## config.mk

```make
export PLATFORM = sky130hd
export DESIGN_NAME = bmp_pixel_row_decoder
export DESIGN_NICKNAME = d
export VERILOG_FILES = /design/src/rtl/core/bmpd_pkg.sv /design/src/rtl/core/bmp_pixel_row_decoder.sv /design/src/rtl/core/bmpd_front.sv /design/src/rtl/core/bmpd_fifo.sv /design/src/rtl/core/bmpd_back.sv
export SDC_FILE = /design/constraint.sdc
export NUM_CORES = 1
export LEC_CHECK = 0
export ABC_AREA = 1
export BUFFER_PORTS_ARGS = -buffer_cell sky130_fd_sc_hd__buf_2
export CORE_UTILIZATION = 35
export CTS_BUF_LIST = sky130_fd_sc_hd__clkbuf_8 sky130_fd_sc_hd__clkbuf_16
export CTS_CLUSTER_SIZE = 28
export DETAILED_ROUTE_END_ITERATION = 12
export PLACE_DENSITY = 0.59
export SYNTH_ARGS = -nofsm -noshare
export SYNTH_HDL_FRONTEND = slang
export SYNTH_SLANG_ARGS = --single-unit
```

## constraint.sdc

```tcl
create_clock -name clk -period 15.5 [get_ports clk]
set_clock_uncertainty 0.05 [all_clocks]
set_input_delay 0.775 -clock clk [delete_from_list [all_inputs] [get_ports clk]]
set_output_delay 0.775 -clock clk [all_outputs]
set_load 0.03 [all_outputs]
```

## src/rtl/core/bmpd_pkg.sv

```systemverilog
package bmpd_pkg;

	// Default geometry limits and queue depth.
	localparam int DEF_MAX_WIDTH   = 4096;
	localparam int DEF_MAX_ROWS    = 4096;
	localparam int DEF_QUEUE_DEPTH = 4;

	// Field widths.
	localparam int INDEX_W      = 24;
	localparam int COLOR_W      = 24;
	localparam int CFG_INDEX_W  = 3;
	localparam int CFG_DATA_W   = 24;
	localparam int CFG_SIZE_W   = 13;
	localparam int CFG_BPP_W    = 7;

	// Pixel formats and fixed numbers of the pixel array layout.
	localparam logic [CFG_BPP_W-1:0] BPP_MONO = 7'd1;
	localparam logic [CFG_BPP_W-1:0] BPP_TRUE = 7'd24;
	localparam int PIXELS_PER_BYTE = 8;
	localparam logic [2:0] BIT_MSB = 3'd7;
	localparam int ROW_ROUND  = 31;
	localparam int WORD_SHIFT = 5;
	localparam int ROW_MIN_BYTES = 4;
	localparam logic [7:0] ALPHA_OPAQUE = 8'd255;
	localparam logic [7:0] ALPHA_CLEAR  = 8'd0;

	// Register reset values.
	localparam logic [CFG_SIZE_W-1:0] RST_IMAGE_WIDTH = 13'd1;
	localparam logic [CFG_SIZE_W-1:0] RST_IMAGE_ROWS  = 13'd1;
	localparam logic                  RST_FLIP_ROWS   = 1'b1;
	localparam logic [CFG_BPP_W-1:0]  RST_BPP         = 7'd24;

	// Register indexes of the configuration port.
	typedef enum logic [CFG_INDEX_W-1:0] {
		REG_IMAGE_WIDTH    = 3'd0,
		REG_IMAGE_ROWS     = 3'd1,
		REG_FLIP_ROWS      = 3'd2,
		REG_PIXEL_DEPTH    = 3'd3,
		REG_PALETTE_COLOR0 = 3'd4,
		REG_PALETTE_COLOR1 = 3'd5
	} cfg_reg_t;

	// Geometry settings seen by the front end.
	typedef struct packed {
		logic [CFG_SIZE_W-1:0] image_width;
		logic [CFG_SIZE_W-1:0] image_rows;
		logic                  flip_rows;
		logic [CFG_BPP_W-1:0]  pixel_depth;
	} front_cfg_t;

	// Palette seen by the back end, red in the top byte.
	typedef struct packed {
		logic [COLOR_W-1:0] color1;
		logic [COLOR_W-1:0] color0;
	} palette_t;

	// One queue job: a run of one to eight pixels from a byte, or one 24 bpp pixel.
	typedef struct packed {
		logic [INDEX_W-1:0] index;
		logic [2:0]         count_m1;
		logic               mono;
		logic               done;
		logic [COLOR_W-1:0] color;
	} job_t;

	// One pixel on its way out.
	typedef struct packed {
		logic [7:0]         alpha;
		logic [7:0]         blue;
		logic [7:0]         green;
		logic [7:0]         red;
		logic [INDEX_W-1:0] index;
		logic               last;
		logic               done;
	} pixel_t;

endpackage

```

## src/rtl/core/bmp_pixel_row_decoder.sv

```systemverilog
// A byte that completes a pixel run is pushed into the queue, then into the output register.
// Throughput: one 24 bpp byte per cycle unless the queue is full; a 1 bpp byte yields
// up to eight pixels via the single-pixel output register, one per cycle unless stalled.
// A four-entry queue between classifier and pixel expander lets both sides stall apart.
// Reset clears counters, queue and output valid at once and loads the register defaults.
module bmp_pixel_row_decoder #(
	parameter int MAX_WIDTH   = bmpd_pkg::DEF_MAX_WIDTH,
	parameter int MAX_ROWS    = bmpd_pkg::DEF_MAX_ROWS,
	parameter int QUEUE_DEPTH = bmpd_pkg::DEF_QUEUE_DEPTH
) (
	input  logic                            clk,
	input  logic                            arst_n,
	// Configuration writes.
	input  logic                            cfg_valid,
	output logic                            cfg_ready,
	input  logic [bmpd_pkg::CFG_INDEX_W-1:0] cfg_index,
	input  logic [bmpd_pkg::CFG_DATA_W-1:0]  cfg_data,
	// Byte stream in.
	input  logic                            s_tvalid,
	output logic                            s_tready,
	input  logic [7:0]                      s_tdata,  // data_byte
	input  logic [0:0]                      s_tuser,  // frame_start
	// Pixel stream out.
	output logic                            m_tvalid,
	input  logic                            m_tready,
	output logic [55:0]                     m_tdata,  // pixel_index, red, green, blue, alpha
	output logic                            m_tlast,  // last_of_run
	output logic [0:0]                      m_tuser   // image_done
);

	bmpd_pkg::front_cfg_t cfg_q;
	bmpd_pkg::palette_t   palette_q;
	bmpd_pkg::job_t       push_job, head_job;
	bmpd_pkg::pixel_t     pixel;
	logic                 job_push, pop, empty, full;

	assign cfg_ready = 1'b1;

	// Configuration registers.
	always_ff @(posedge clk or negedge arst_n) begin
		if (!arst_n) begin
			cfg_q.image_width <= bmpd_pkg::RST_IMAGE_WIDTH;
			cfg_q.image_rows  <= bmpd_pkg::RST_IMAGE_ROWS;
			cfg_q.flip_rows   <= bmpd_pkg::RST_FLIP_ROWS;
			cfg_q.pixel_depth <= bmpd_pkg::RST_BPP;
			palette_q.color0  <= '0;
			palette_q.color1  <= '0;
		end else if (cfg_valid && cfg_ready) begin
			case (bmpd_pkg::cfg_reg_t'(cfg_index))
				bmpd_pkg::REG_IMAGE_WIDTH: begin
					cfg_q.image_width <= cfg_data[bmpd_pkg::CFG_SIZE_W-1:0];
				end
				bmpd_pkg::REG_IMAGE_ROWS: begin
					cfg_q.image_rows <= cfg_data[bmpd_pkg::CFG_SIZE_W-1:0];
				end
				bmpd_pkg::REG_FLIP_ROWS: begin
					cfg_q.flip_rows <= cfg_data[0];
				end
				bmpd_pkg::REG_PIXEL_DEPTH: begin
					cfg_q.pixel_depth <= cfg_data[bmpd_pkg::CFG_BPP_W-1:0];
				end
				bmpd_pkg::REG_PALETTE_COLOR0: begin
					palette_q.color0 <= cfg_data;
				end
				bmpd_pkg::REG_PALETTE_COLOR1: begin
					palette_q.color1 <= cfg_data;
				end
				default: begin
				end
			endcase
		end
	end

	bmpd_front #(
		.MAX_WIDTH (MAX_WIDTH),
		.MAX_ROWS  (MAX_ROWS)
	) u_front (
		.clk         (clk),
		.arst_n      (arst_n),
		.cfg         (cfg_q),
		.s_tvalid    (s_tvalid),
		.s_tready    (s_tready),
		.frame_start (s_tuser[0]),
		.data_byte   (s_tdata),
		.queue_full  (full),
		.job_push    (job_push),
		.job         (push_job)
	);

	bmpd_fifo #(
		.DEPTH (QUEUE_DEPTH)
	) u_fifo (
		.clk      (clk),
		.arst_n   (arst_n),
		.push     (job_push),
		.push_job (push_job),
		.pop      (pop),
		.head_job (head_job),
		.empty    (empty),
		.full     (full)
	);

	bmpd_back u_back (
		.clk      (clk),
		.arst_n   (arst_n),
		.palette  (palette_q),
		.head_job (head_job),
		.empty    (empty),
		.pop      (pop),
		.m_tvalid (m_tvalid),
		.m_tready (m_tready),
		.pixel    (pixel)
	);

	// Output packing, pixel index in the lowest bits.
	assign m_tdata    = {pixel.alpha, pixel.blue, pixel.green, pixel.red, pixel.index};
	assign m_tlast    = pixel.last;
	assign m_tuser[0] = pixel.done;

endmodule

```

## src/rtl/core/bmpd_front.sv

```systemverilog
module bmpd_front #(
	parameter int MAX_WIDTH = bmpd_pkg::DEF_MAX_WIDTH,
	parameter int MAX_ROWS  = bmpd_pkg::DEF_MAX_ROWS
) (
	input  logic                  clk,
	input  logic                  arst_n,
	input  bmpd_pkg::front_cfg_t  cfg,
	input  logic                  s_tvalid,
	output logic                  s_tready,
	input  logic                  frame_start,
	input  logic [7:0]            data_byte,
	input  logic                  queue_full,
	output logic                  job_push,
	output bmpd_pkg::job_t        job
);

	localparam int WW  = $clog2(MAX_WIDTH + 1);
	localparam int RW  = $clog2(MAX_ROWS + 1);
	localparam int PW  = bmpd_pkg::CFG_BPP_W + WW;
	localparam int RSW = $clog2(((127 * MAX_WIDTH + bmpd_pkg::ROW_ROUND) / 32) * 4 + 1);

	typedef enum logic [1:0] {
		PH_BLUE,
		PH_GREEN,
		PH_RED
	} phase_t;

	logic [WW-1:0]  col_q;
	logic [RW-1:0]  row_q;
	logic [RSW-1:0] rbc_q;
	phase_t         phase_q;
	logic [7:0]     blue_q;
	logic [7:0]     green_q;
	logic           fin_q;

	logic [WW-1:0]  w_c;
	logic [RW-1:0]  r_c;
	logic [PW-1:0]  row_bits_c;
	logic [PW:0]    row_bits_rnd_c;
	logic [PW:0]    row_words_c;
	logic [RSW-1:0] row_size_c;

	logic [WW-1:0]  col_e, col_n, rem_c;
	logic [RW-1:0]  row_e, row_n, base_row_c;
	logic [RSW-1:0] rbc_e, rbc_n;
	logic [RSW:0]   rbc_inc_c;
	phase_t         phase_e, phase_n;
	logic [7:0]     blue_e, blue_n, green_e, green_n;
	logic           fin_e, fin_n, fin_chk_c;
	logic           col_lt_c, last_row_c, row_end_c, emit_c, accept_c;
	logic [3:0]     mono_n_c;
	logic [RW+WW-1:0] base_prod_c;

	// Width and row count saturated to their legal ranges.
	always_comb begin
		if (cfg.image_width == '0) begin
			w_c = WW'(1);
		end else if (32'(cfg.image_width) > 32'(MAX_WIDTH)) begin
			w_c = WW'(MAX_WIDTH);
		end else begin
			w_c = WW'(cfg.image_width);
		end
		if (cfg.image_rows == '0) begin
			r_c = RW'(1);
		end else if (32'(cfg.image_rows) > 32'(MAX_ROWS)) begin
			r_c = RW'(MAX_ROWS);
		end else begin
			r_c = RW'(cfg.image_rows);
		end
	end

	// Stored row length in bytes, rounded up to whole 32-bit words.
	assign row_bits_c     = PW'(cfg.pixel_depth) * PW'(w_c);
	assign row_bits_rnd_c = {1'b0, row_bits_c} + (PW + 1)'(bmpd_pkg::ROW_ROUND);
	assign row_words_c    = row_bits_rnd_c >> bmpd_pkg::WORD_SHIFT;
	assign row_size_c     = (row_words_c == '0) ? RSW'(bmpd_pkg::ROW_MIN_BYTES)
	                                            : RSW'({row_words_c, 2'b00});

	// A frame start clears the counters before the byte is taken.
	assign col_e   = frame_start ? '0 : col_q;
	assign row_e   = frame_start ? '0 : row_q;
	assign rbc_e   = frame_start ? '0 : rbc_q;
	assign phase_e = frame_start ? PH_BLUE : phase_q;
	assign blue_e  = frame_start ? '0 : blue_q;
	assign green_e = frame_start ? '0 : green_q;
	assign fin_e   = frame_start ? 1'b0 : fin_q;

	assign fin_chk_c  = fin_e || (row_e >= r_c);
	assign col_lt_c   = col_e < w_c;
	assign rem_c      = w_c - col_e;
	assign last_row_c = (row_e + RW'(1)) == r_c;
	assign mono_n_c   = (32'(rem_c) >= 32'(bmpd_pkg::PIXELS_PER_BYTE))
	                    ? 4'(bmpd_pkg::PIXELS_PER_BYTE) : 4'(rem_c);
	assign rbc_inc_c  = {1'b0, rbc_e} + (RSW + 1)'(1);
	assign row_end_c  = rbc_inc_c >= {1'b0, row_size_c};

	// Index of the first pixel of this byte.
	assign base_row_c  = cfg.flip_rows ? (r_c - RW'(1) - row_e) : row_e;
	assign base_prod_c = (RW + WW)'(base_row_c) * (RW + WW)'(w_c);

	// Classify the byte and work out the next counter values.
	always_comb begin
		col_n        = col_e;
		row_n        = row_e;
		rbc_n        = rbc_e;
		phase_n      = phase_e;
		blue_n       = blue_e;
		green_n      = green_e;
		fin_n        = fin_chk_c;
		emit_c       = 1'b0;
		job.index    = bmpd_pkg::INDEX_W'(base_prod_c) + bmpd_pkg::INDEX_W'(col_e);
		job.count_m1 = '0;
		job.mono     = 1'b0;
		job.done     = 1'b0;
		job.color    = {16'b0, data_byte};
		if (!fin_chk_c) begin
			if (cfg.pixel_depth == bmpd_pkg::BPP_MONO) begin
				if (col_lt_c) begin
					emit_c       = 1'b1;
					job.mono     = 1'b1;
					job.count_m1 = 3'(mono_n_c - 4'd1);
					job.done     = last_row_c
					               && (32'(rem_c) <= 32'(bmpd_pkg::PIXELS_PER_BYTE));
					col_n        = col_e + WW'(mono_n_c);
				end
			end else if (cfg.pixel_depth == bmpd_pkg::BPP_TRUE) begin
				if (col_lt_c) begin
					case (phase_e)
						PH_BLUE: begin
							blue_n  = data_byte;
							phase_n = PH_GREEN;
						end
						PH_GREEN: begin
							green_n = data_byte;
							phase_n = PH_RED;
						end
						default: begin
							emit_c    = 1'b1;
							job.color = {data_byte, green_e, blue_e};
							job.done  = last_row_c && (rem_c == WW'(1));
							col_n     = col_e + WW'(1);
							phase_n   = PH_BLUE;
						end
					endcase
				end
			end
			rbc_n = rbc_inc_c[RSW-1:0];
			if (row_end_c) begin
				rbc_n   = '0;
				col_n   = '0;
				phase_n = PH_BLUE;
				row_n   = row_e + RW'(1);
				fin_n   = (row_e + RW'(1)) >= r_c;
			end
		end
	end

	assign s_tready = !queue_full;
	assign accept_c = s_tvalid && s_tready;
	assign job_push = accept_c && emit_c;

	// Row and column state.
	always_ff @(posedge clk or negedge arst_n) begin
		if (!arst_n) begin
			col_q   <= '0;
			row_q   <= '0;
			rbc_q   <= '0;
			phase_q <= PH_BLUE;
			blue_q  <= '0;
			green_q <= '0;
			fin_q   <= 1'b0;
		end else if (accept_c) begin
			col_q   <= col_n;
			row_q   <= row_n;
			rbc_q   <= rbc_n;
			phase_q <= phase_n;
			blue_q  <= blue_n;
			green_q <= green_n;
			fin_q   <= fin_n;
		end
	end

endmodule

```

## src/rtl/core/bmpd_fifo.sv

```systemverilog
module bmpd_fifo #(
	parameter int DEPTH = bmpd_pkg::DEF_QUEUE_DEPTH
) (
	input  logic           clk,
	input  logic           arst_n,
	input  logic           push,
	input  bmpd_pkg::job_t push_job,
	input  logic           pop,
	output bmpd_pkg::job_t head_job,
	output logic           empty,
	output logic           full
);

	localparam int PTR_W = $clog2(DEPTH);
	localparam int CNT_W = $clog2(DEPTH + 1);

	bmpd_pkg::job_t entry_q [DEPTH];
	logic [PTR_W-1:0] wr_ptr_q, rd_ptr_q;
	logic [CNT_W-1:0] count_q;

	assign empty    = count_q == '0;
	assign full     = count_q == CNT_W'(DEPTH);
	assign head_job = entry_q[rd_ptr_q];

	// Entry storage, written at the tail.
	always_ff @(posedge clk) begin
		if (push) begin
			entry_q[wr_ptr_q] <= push_job;
		end
	end

	// Pointers and fill count.
	always_ff @(posedge clk or negedge arst_n) begin
		if (!arst_n) begin
			wr_ptr_q <= '0;
			rd_ptr_q <= '0;
			count_q  <= '0;
		end else begin
			if (push) begin
				wr_ptr_q <= (wr_ptr_q == PTR_W'(DEPTH - 1)) ? '0 : wr_ptr_q + PTR_W'(1);
			end
			if (pop) begin
				rd_ptr_q <= (rd_ptr_q == PTR_W'(DEPTH - 1)) ? '0 : rd_ptr_q + PTR_W'(1);
			end
			if (push && !pop) begin
				count_q <= count_q + CNT_W'(1);
			end else if (pop && !push) begin
				count_q <= count_q - CNT_W'(1);
			end
		end
	end

	// The front end never writes a full queue, the back end never reads an empty one.
	a_no_overflow: assert property (@(posedge clk) disable iff (!arst_n) push |-> !full)
		else $error("request written into a full queue");
	a_no_underflow: assert property (@(posedge clk) disable iff (!arst_n) pop |-> !empty)
		else $error("request read from an empty queue");

endmodule

```

## src/rtl/core/bmpd_back.sv

```systemverilog
module bmpd_back (
	input  logic               clk,
	input  logic               arst_n,
	input  bmpd_pkg::palette_t palette,
	input  bmpd_pkg::job_t     head_job,
	input  logic               empty,
	output logic               pop,
	output logic               m_tvalid,
	input  logic               m_tready,
	output bmpd_pkg::pixel_t   pixel
);

	logic [2:0]       k_q;
	logic             valid_q;
	bmpd_pkg::pixel_t pixel_q;
	bmpd_pkg::pixel_t pixel_c;
	logic             load_c, last_c, bit_c;
	logic [7:0]       mono_byte_c;
	logic [bmpd_pkg::COLOR_W-1:0] rgb_c;

	assign load_c      = !empty && (!valid_q || m_tready);
	assign last_c      = k_q == head_job.count_m1;
	assign pop         = load_c && last_c;
	assign mono_byte_c = head_job.color[7:0];
	assign bit_c       = mono_byte_c[bmpd_pkg::BIT_MSB - k_q];

	// Build the current pixel of the run at the head of the queue.
	always_comb begin
		if (head_job.mono) begin
			rgb_c         = bit_c ? palette.color1 : palette.color0;
			pixel_c.alpha = bmpd_pkg::ALPHA_CLEAR;
		end else begin
			rgb_c         = head_job.color;
			pixel_c.alpha = bmpd_pkg::ALPHA_OPAQUE;
		end
		pixel_c.red   = rgb_c[23:16];
		pixel_c.green = rgb_c[15:8];
		pixel_c.blue  = rgb_c[7:0];
		pixel_c.index = head_job.index + bmpd_pkg::INDEX_W'(k_q);
		pixel_c.last  = last_c;
		pixel_c.done  = last_c && head_job.done;
	end

	// Pixel position within the run and output valid.
	always_ff @(posedge clk or negedge arst_n) begin
		if (!arst_n) begin
			k_q     <= '0;
			valid_q <= 1'b0;
		end else begin
			if (load_c) begin
				k_q     <= last_c ? '0 : k_q + 3'd1;
				valid_q <= 1'b1;
			end else if (m_tready) begin
				valid_q <= 1'b0;
			end
		end
	end

	// Output pixel register.
	always_ff @(posedge clk) begin
		if (load_c) begin
			pixel_q <= pixel_c;
		end
	end

	assign m_tvalid = valid_q;
	assign pixel    = pixel_q;

	// A run that has started stays at the head until its last pixel leaves.
	a_run_held: assert property (@(posedge clk) disable iff (!arst_n) (k_q != '0) |-> !empty)
		else $error("queue head lost in the middle of a run");
	a_run_bound: assert property (@(posedge clk) disable iff (!arst_n)
		!empty |-> (k_q <= head_job.count_m1))
		else $error("pixel position beyond the run length");

endmodule
```

After elaboration in Yosys (flattened, before gate mapping). Memory sizes are Yosys's and may differ from the RTL's. Cells that the tools add are included.

Register bits after elaboration: 212. RAM bits: 212. Input bits: 41. Memories: 1.

Memory list: u_fifo.entry_q (depth 4, width 53, read ports 1, clocked after memory_dff 0, wr ports 1, line bmpd_fifo.sv:17) `bmpd_pkg::job_t entry_q [DEPTH];`.

$add $sub $neg: 17. Multiply operators: 2. Order comparisons: 9. Eq/ne operators: 14. Multiplexer cells: 71. Reduce and logical (&&, ||, !) cells: 31.

Operators by type and width (number): $mux 13 (16); $mux 8 (13); $mux 25 (3); $mux 24 (3); $mux 16 (4); $mux 29 (1); $add 13x1->13 const B (2); $ge 13x13->1 (2); $gt 13x13->1 const B (2); $logic_not 13->1 (2); $sub 13x13->13 (2); $add 24x13->24 (1); $add 24x3->24 (1); $mul 13x13->24 (1); $add 20x5->21 const B (1); $logic_not 21->1 (1); $mul 7x13->20 (1); $add 16x1->17 const B (1); $ge 17x16->1 (1); $mux 2 (8); $mux 1 (15); $add 13x4->13 (1); $eq 13x1->1 const B (1); $eq 13x13->1 (1); 30 further kinds (60).

Logic depth before layout (Yosys ltp).
Depth in word-level cells: 13. Mapped depth: 44. Depth with buffers taken out: 43.

Modules after synthesis. From an unflattened synthesis, not the netlist that was laid out.

Cell total of the unflattened synthesis: 3660. Area total of the unflattened synthesis: 31243.7 µm².

Modules (own cells, without submodules): bmpd_front (times used 1, cells an instance 2208, area an instance 15864.0 µm²); bmpd_fifo (times used 1, cells an instance 669, area an instance 8764.7 µm²); bmpd_back (times used 1, cells an instance 413, area an instance 3355.7 µm²); bmp_pixel_row_decoder (times used 1, cells an instance 370, area an instance 3259.4 µm²).

Worst setup path before layout. Ideal clock, no wire load.

Path type: in2reg. Start point: in s_tuser. End point: mem u_fifo.entry_q[0][50] (netlist bit), data pin. Arrival time: 7720 ps. Required time: 15177 ps. Setup slack: 7457 ps. Stages: 33. Path buffers: 4. Cells stage by stage: buf_2 -> buf_2 -> buf_2 -> buf_2 -> nor2_1 -> ha_1 -> a21oi_1 -> nor2_1 -> nor2_1 -> o21ai_0 -> a31oi_1 -> o21ai_0 -> xnor2_1 -> nand2_1 -> o21ai_0 -> inv_1 -> nand2_1 -> fa_1 -> inv_1 -> fa_1 -> fa_1 -> fa_1 -> fa_1 -> fa_1 -> ha_1 -> nand2_1 -> o21ai_0 -> a21oi_1 -> o21bai_1 -> nand2_1 -> nand2_1 -> a21oi_1 -> xor2_1.

RTL lines: from (decl) (line bmp_pixel_row_decoder.sv:22) `input logic [0:0] s_tuser,`; to (decl) (line bmpd_fifo.sv:17).

==> results.txt <==
Fraction of registers with async set/reset: 36.9%
Main synth FF type: edfxtp_1
Antenna violations before repair: 7
Max-Cap Viols: 0
Nets: 3787
Pins Over Slew Limit: 0
GRT Total Usage: 18.3%
Slowest cell on the critical path: clkinv_1
Slew @ Worst Pin: 1.15 ns
Num CTS Buffers: 47
Max Fclk: 111 MHz
Switching part of the total: 45.2%
Post-DP HPWL: 57600 um
CTS tree: done
Comb power frac: 51.5%
Avg WL per Cell: 17.2 um
GP Congestion: 0.930
Total gr overflow: 0
Mapped Avg Cell Area: 9.03 um^2
Gate Count Post-Synth: 3287
Grt met2 use: 29.1%
Clock power share: 19.9%
Met1 usage: 25.5%
Unrepaired setup endpoints after global routing: no
Final hold viol count: 0
Synth warn: 0
CTS Sinks: 417
Worst VDD drop: 0.000102 V
First-pass GRT wire length: 124000 um
Crit end category: register
Largest net degree at the start of global routing: 92
Classification of the worst setup path: reg2reg
Number of synthesized flops with an enable pin: 263
Clock slew at reported path FFs: 0.06 ns
Final Cycle Share: 57.9%
Row cnt: 106
Synth top area cells: edfxtp_1 (27%), fa_1 (13%), dfrtp_1 (13%), ha_1 (8.7%), nand2_1 (8.0%)
Post-synth top area cell: edfxtp_1
Vias in the first global route: 22.2k
Final min period: 8.98 ns
WP data arrival: 9.32 ns
ANT nets after route: 0
Clock Path Buffers: 3
Initial DRC Count: 1757
Worst skew pair latency: 0.62 ns
Top cell type's share of synthesized area: 26.6%
Placed Cells: 4432
Setup bufs post-CTS: 0
Final setup violation count: 0
H-tree depth: 2
Worst Hold Class: in2async
Worst endpoint required time: 15.85 ns
Yosys reg bits: 417
Die ar.: 86000 um^2
Cell Count, Final, Fillers Out: 4521
Core area: 83800 um^2
Vias per cell: 4.93
Port Buffer Count: 100
Hold_buf cts: 0
Setup TNS Final: 0 ns
Total power: 5.71 mW
CTS resizes: 0
Reg power frac: 28.6%
Initial Util: 35.4%
CTS root buf: clkbuf_16
Power per Cell Area: 173 nW/um^2
Via count: 22.3k
Share of layout cells above drive strength 1: 7.91%
I/O pins: 102
P&R area growth vs syn: 11.0%
Leakage: 15.1 nW
Syn nets: 3727
Die Height: 293 um
Drt total wl: 77500 um
Drt pass-1 iters: 6
DRC Markers: 0
Mapped cell area: 29700 um^2
Die width: 293 um
Outcome: finished, final reports clean
Netlist cell types: 62
CP Max Fanout: 10
Internal: 3.12 mW
Switch Pwr: 2.58 mW
GR peak layer: met2
Most common cell on crit path: fa_1
Largest stage delay on the critical path: 0.52 ns
Post-synthesis sequential area ratio: 39.6%
Worst slew margin: 23.4%
CP Launch Type: register
Met3 GRT Util: 3.90%
[power by group through the flow]
| stage | combinational [mW] | clock [mW] | sequential, mW |
|---|---|---|---|
| floorplan | 2.04 | 0 | 1.75 |
| global placement | 2.91 | 0 | 1.65 |
| detailed placement | 2.93 | 0 | 1.65 |
| CTS | 2.95 | 1.16 | 1.63 |
| global route | 3.31 | 1.21 | 1.65 |
| finish | 2.94 | 1.14 | 1.63 |
[metal layers]
layer  vias to the layer above  wire, um  share of wire (%)
met3                       114      5330                6.9
met4                         8      1620                2.1
met1                     10700     35900                 46
met2                       578     34700                 45
met5                         -        48              0.062
li1                      10800         -                  -
[final cells by class]
cell class              count  area (um^2)
repair buffers            127          709
inverters                 474         1780
clock buffers              50         1220
multi-input cells        2280        15700
clock inverters            38          395
fillers                  8479        50900
diodes                      1         2.50
flip-flops and latches    417        11800
well taps                1134         1420
[Yosys cell counts, drive strengths merged, types with 2 or more instances]
master / instances
a211oi: 6
a21o: 3
a21oi: 151
a221oi: 2
a22oi: 18
a31oi: 7
a32o: 6
a32oi: 13
and2: 3
buf: 44
clkbuf: 72
clkinv: 16
dfrtp: 149
dfstp: 5
edfxtp: 263
fa: 192
ha: 207
inv: 458
mux2i: 24
nand2: 637
nand3: 82
nand3b: 4
nand4: 27
nor2: 406
nor3: 26
nor4: 13
o211ai: 6
o21a: 3
o21ai: 280
o21bai: 6
o22ai: 36
o311ai: 2
o31ai: 6
xnor2: 29
xor2: 79
[placed cells by master (no fill, tap or decap), drive strengths merged, types with 3 or more instances in the layout]
cell / n
and2: 3
clkinvlp: 7
o211ai: 6
a32oi: 13
a32o: 6
o21ai: 280
o22ai: 36
o21bai: 6
nor4: 13
a21oi: 151
a22oi: 18
clkbuf: 50
a21o: 3
nand2: 637
edfxtp: 263
o31ai: 6
o21a: 3
clkinv: 36
xnor2: 29
mux2i: 24
dfrtp: 149
nand3b: 4
ha: 207
nor3: 26
dfstp: 5
inv: 464
nand4: 27
xor2: 79
a31oi: 7
nor2: 406
bufinv: 5
buf: 127
nand3: 82
fa: 192
a211oi: 6
[critical path: cells and delay by family, from the launching register on]
kind                     cells  cell delay (ns)
buffers and inverters        6             0.87
adder cells (fa/ha/maj)      9             3.82
flip-flops                   1             0.42
XOR/XNOR                     2             0.45
AO/OA/AOI/OAI                6             1.30
AND/OR/NAND/NOR             10             1.85
[worst paths after layout]
path                                         start                     to  slack, ns  cells after the start
worst max register to register           cfg_q[18]  u_fifo.entry_q[2][52]       6.52                     33
worst min register to register  u_front.green_q[2]     u_front.green_q[2]       0.43                      2
max in group asynchronous                   arst_n     u_fifo.rd_ptr_q[0]      13.70                      2
min in group clk                          m_tready        u_back.m_tvalid       0.35                      2
worst max-delay path                     cfg_q[18]  u_fifo.entry_q[2][52]       6.52                     33
worst min-delay path                        arst_n          palette_q[39]       0.17                      1
[sequential cells by signal, indices dropped and copies added, names as in the netlist, 13 cells and up]
name	flops
u_front.rbc_q	16
u_front.col_q	13
u_back.pixel	51
cfg_q	34
palette_q	48
u_front.row_q	13
u_fifo.entry_q	212
[cell families after synthesis]
group                      after synthesis  share of synthesized area, %
DFF                                    417                          39.6
adders and majority gates              399                          21.7
xor gates and xnor gates               108                          3.21
and+or+nand+nor                       1201                          16.6
other                                    1                        0.0126
AOI/OAI and AO/OA                      547                          10.3
buffers and inverters                  590                          7.80
muxes                                   24                         0.809
[per-stage QoR]
step                      hold slack [ns]  util (%)  worst slack [ns]  instance area (um^2)
after floorplan                     0.399         -              7.46                 29700
after global placement              0.411      37.4              6.66                 31300
after detailed placement            0.416      37.4              6.33                 31300
after CTS                           0.205      39.3              6.57                 32900
after global routing                0.230      39.3              5.95                 32900
final                               0.172      39.3              6.52                 33000
No activity file was read; power rests on OpenSTA's default activity.
